**config.mk**
```make
export PLATFORM = sky130hd
export DESIGN_NAME = csc_cell
export DESIGN_NICKNAME = d
export VERILOG_FILES = /design/src/hw/rtl/csc_pkg.sv /design/src/hw/rtl/csc_cell.sv
export SDC_FILE = /design/constraint.sdc
export NUM_CORES = 1
export LEC_CHECK = 0
export BUFFER_PORTS_ARGS = -buffer_cell sky130_fd_sc_hd__buf_2
export CAP_MARGIN = 20
export CORE_AREA = 3 3 140 142
export CTS_BUF_LIST = sky130_fd_sc_hd__clkbuf_16
export DETAILED_ROUTE_END_ITERATION = 10
export DIE_AREA = 0 0 143 145
export PLACE_DENSITY = 0.58
export REMOVE_ABC_BUFFERS = 1
export SYNTH_ARGS = -nofsm -noshare
export SYNTH_HDL_FRONTEND = slang
export SYNTH_SLANG_ARGS = --single-unit
```
**constraint.sdc**
```tcl
create_clock -name clk -period 3.7 [get_ports clk]
set_input_delay 0.925 -clock clk [delete_from_list [all_inputs] [get_ports clk]]
set_output_delay 0.925 -clock clk [all_outputs]
set_load 0.005 [all_outputs]
```
**src/hw/rtl/csc_pkg.sv**
```systemverilog
package csc_pkg;

  localparam int PAYLOAD_BYTES_DEF = 8;
  localparam int QUO_BITS          = 64;

  localparam logic [1:0] ST_OK      = 2'd0;
  localparam logic [1:0] ST_BAD_ID  = 2'd1;
  localparam logic [1:0] ST_BAD_LEN = 2'd2;
  localparam logic [1:0] ST_RANGE   = 2'd3;

  localparam logic OP_DECODE = 1'b0;
  localparam logic OP_ENCODE = 1'b1;

  localparam logic [2:0] REG_MESSAGE_ID     = 3'd0;
  localparam logic [2:0] REG_MESSAGE_LENGTH = 3'd1;
  localparam logic [2:0] REG_SIG_POS        = 3'd2;
  localparam logic [2:0] REG_BIT_COUNT      = 3'd3;
  localparam logic [2:0] REG_BIG_ENDIAN     = 3'd4;
  localparam logic [2:0] REG_SCALE_FACTOR   = 3'd5;
  localparam logic [2:0] REG_SCALE_OFFSET   = 3'd6;

  // one transaction as it travels down the divider row
  typedef struct packed {
    logic        vld;
    logic        op;
    logic [1:0]  status;
    logic        neg;
    logic [63:0] raw;
    logic [31:0] rem;
    logic [63:0] dvd;
  } csc_ctx_t;

  typedef struct packed {
    logic [3:0]         message_length;
    logic [5:0]         sig_pos;
    logic [6:0]         n;
    logic               big_endian;
    logic [31:0]        fmag;
    logic               fneg;
    logic signed [47:0] offset;
  } csc_cfg_t;

endpackage

```
**src/hw/rtl/csc_cell.sv**
```systemverilog
module csc_cell (
  input  logic              clk,
  input  logic              rst_n,
  input  logic [31:0]       fmag,
  input  csc_pkg::csc_ctx_t ctx_in,
  output csc_pkg::csc_ctx_t ctx_out
);

  csc_pkg::csc_ctx_t ctx_r, ctx_nxt;
  logic [32:0] r2;
  logic        ge;

  always_comb begin
    r2 = {ctx_in.rem, ctx_in.dvd[63]};
    ge = (r2 >= {1'b0, fmag});
    ctx_nxt = ctx_in;
    ctx_nxt.vld = ctx_in.vld && rst_n;
    ctx_nxt.rem = ge ? 32'(r2 - {1'b0, fmag}) : r2[31:0];
    ctx_nxt.dvd = {ctx_in.dvd[62:0], ge};
  end

  always_ff @(posedge clk) begin
    ctx_r <= ctx_nxt;
  end

  assign ctx_out = ctx_r;

endmodule

```
==> impl_results.md <==
* CTS Sinks at 165
* Final WS setup at 0.3488 ns
* Tot Pwr at 4.491 mW
* First-pass GRT wire length at 28.08 mm
* DRC viols at 0
* F_max at 298.4 MHz
* CP cell instances: buf_2 -> ha_1 -> fa_1 -> nand2b_1 -> a21oi_1 -> o21ai_0 -> o311a_1 -> a31oi_1 -> a21oi_1 -> o41ai_1 -> xor2_1 -> mux2_1
* Most instantiated library cell after synthesis: dfxtp_1
* Worst EP required at 4.00 ns
* Width of the chip at 143 µm
* Hold Vio Cnt, Final at 0
* Min Tclk post-route at 3.351 ns
* CP most frequent cell: a21oi_1
* DRT Pass-1 Iters at 4
* Initial DRC Count at 248
* Post-synth top cells: dfxtp_1, a21oi_1, inv_1
* Antenna violations before repair at 3
* Slowest cell on crit path: fa_1
* CTS Buffer Depth at 2
* Dpl cell area at 7774 µm²
* Comb power frac at 16.8%
* Crit Path Max Fanout at 3
* DP Worst Slack at -0.09937 ns
* Hold Path Class: input port to flip-flop
* Port Buf Inserts at 363
* Worst EP arrival at 3.66 ns
* Final slew viol count at 0
* Number of synthesized flops with an enable pin at 0
* Synthesis-to-finish area growth at 51.76%
* Die H at 145 µm
* GR Util All Layers at 17.53%
* Worst path top cell family by delay: compound AO/OA/AOI/OAI gates
* Initial core utilization at 29.70%
* Diode count at 0
* Sequential area share after synthesis at 59.85%
* Ys flop type: dfxtp_1
* Vias in the first global route at 5103
* Post_cts resized at 0
* WP buf/inv at 1
* GPL Wtd Cong at 0.8355
* RSZ-0062 raised after global routing: false
* Fraction of registers with async set/reset at 0%
* Max FFs per register at 165
* # rows at 50
* CP peak stage delay at 0.40 ns
* DR vias at 5030
* Net Sw Power at 1.267 mW
* Via-to-Cell Ratio at 4.374
* # H-tree levels at 4
* Design Area, Final at 8376 µm²
* Slew @ Worst Pin at 0.5749 ns
* Layout cell share with drive strength beyond 1 at 47.27%
* PD cells at 536.2 nW/µm²
* Final nets at 1135
* Cells after Synth at 511
* Critical path capture point type: flip-flop
* Grt ovf at 0
* Footprint of the multi-input gates at 1983 µm²
* Area contributors post-synth: dfxtp_1, ha_1, a21oi_1
* CTS tree: yes
* Max Cap Viol at 0
* Slew margin rel. at 61.49%
* Finished Layout Cells at 1150
* Placeable Area at 18580 µm²
* Setup violations, final at 0
* WL final at 18.84 mm
* Cts bufs inserted at 17
* DR WL/cell at 16.38 µm
* Dpl hpwl at 15.44 mm
* Netlist cell types at 48
* CTS root buffer: clkbuf_16
* Fin crit share at 90.57%
* Int Power at 3.224 mW
* Worst-path clk slew at 0.08 ns
* Die footprint at 20740 µm²
* Seq cells post-synth at 165
* Cts hold-fix bufs at 0
* Setup crit start kind: input port
* Io pins at 364
* Post-CTS setup buffers at 0
* Routed Antenna Nets at 0
* Cell Count Post-Placement at 1118
* Post-Synthesis Cell Area at 5519 µm²
* Static leakage at 4.286 nW
* Worst vdd ir at 0.2781 mV
* Synthesis Warnings at 0
* Status: finished, final reports clean
* Top-area cell type share of the netlist area at 59.85%
* Fill count at 1789
* Area leader, netlist: dfxtp_1
* Largest net degree at the start of global routing at 24
* Crit Path Class: input port to flip-flop
* Clk pwr share at 39.5%
* Syn Area/Cell at 10.80 µm²
* Sw frac at 28.21%
* Seq pwr share at 43.7%
* Reg area at 3303 µm²
-- cell usage in the layout (no fill, tap or decap), types with 5 or more instances in the layout --
cell,n
nand3_1,8
nor2_1,35
a31oi_1,5
inv_1,38
a21o_1,12
xnor2_1,15
o21a_1,6
buf_2,363
buf_4,26
o21ai_0,16
dfxtp_1,165
nand2_1,26
mux2_2,6
nand4_1,8
clkbuf_16,17
ha_1,32
a21oi_1,56
xor2_1,12
-- metrics by stage --
stage	hold WS, ns	TNS, ns	util (%)
finish	0.5925	0	45.08
detailed placement	1.029	-0.09937	41.84
floorplan	0.9527	-11.16	-
CTS	0.5756	0	45.08
global route	0.5732	0	45.08
global placement	1.027	-0.05196	41.84
-- worst paths after layout --
check | startpoint | to | slack [ns] | cells past startpoint
worst max-delay path | fmag[0] | ctx_out[94]$_DFF_P_ | 0.35 | 12
worst min-delay path | ctx_in[17] | ctx_out[18]$_DFF_P_ | 0.59 | 1
-- kinds of logic (layout without fill, tap and decap cells) --
logic type      Yosys count  count (layout)  synth area share, %
mux                      11              11                2.222
flops                   165             165                59.85
buf+inv                  56             461                4.217
compound gates          119             119                13.26
simple gates            100             100                8.547
fa+ha+maj                33              33                7.617
xor+xnor                 27              27                4.285
-- layer usage --
| metal | up-vias | part of all wire [%] | global-route usage, % | wire length [µm] |
|---|---|---|---|---|
| met3 | 42 | 6.3 | 4.647 | 1190 |
| li1 | 2531 | - | - | - |
| met4 | 6 | 3.9 | 7.985 | 743 |
| met5 | - | 0.22 | 0 | 41 |
| met2 | 208 | 48 | 29.89 | 9094 |
| met1 | 2243 | 41 | 20.31 | 7770 |
-- power by group through the flow --
stage          logic (mW)  registers, mW  clock network, mW
3_3_place_gp        0.757           2.01                  0
3_5_place_dp        0.757           2.00                  0
4_1_cts             0.765           1.97               1.82
5_1_grt             0.842           1.98               1.89
6_report            0.755           1.96               1.77
2_1_floorplan       0.328           2.03                  0
-- final cells by class --
cell class,count,share of cell area (%)
clock inverters,15,2.106
well taps,234,3.496
flip-flops and latches,165,39.44
clock buffers,17,5.079
repair buffers,391,24.50
inverters,38,1.703
multi-input cells,290,23.68
Note: power is estimated with default switching activity, not from simulation.
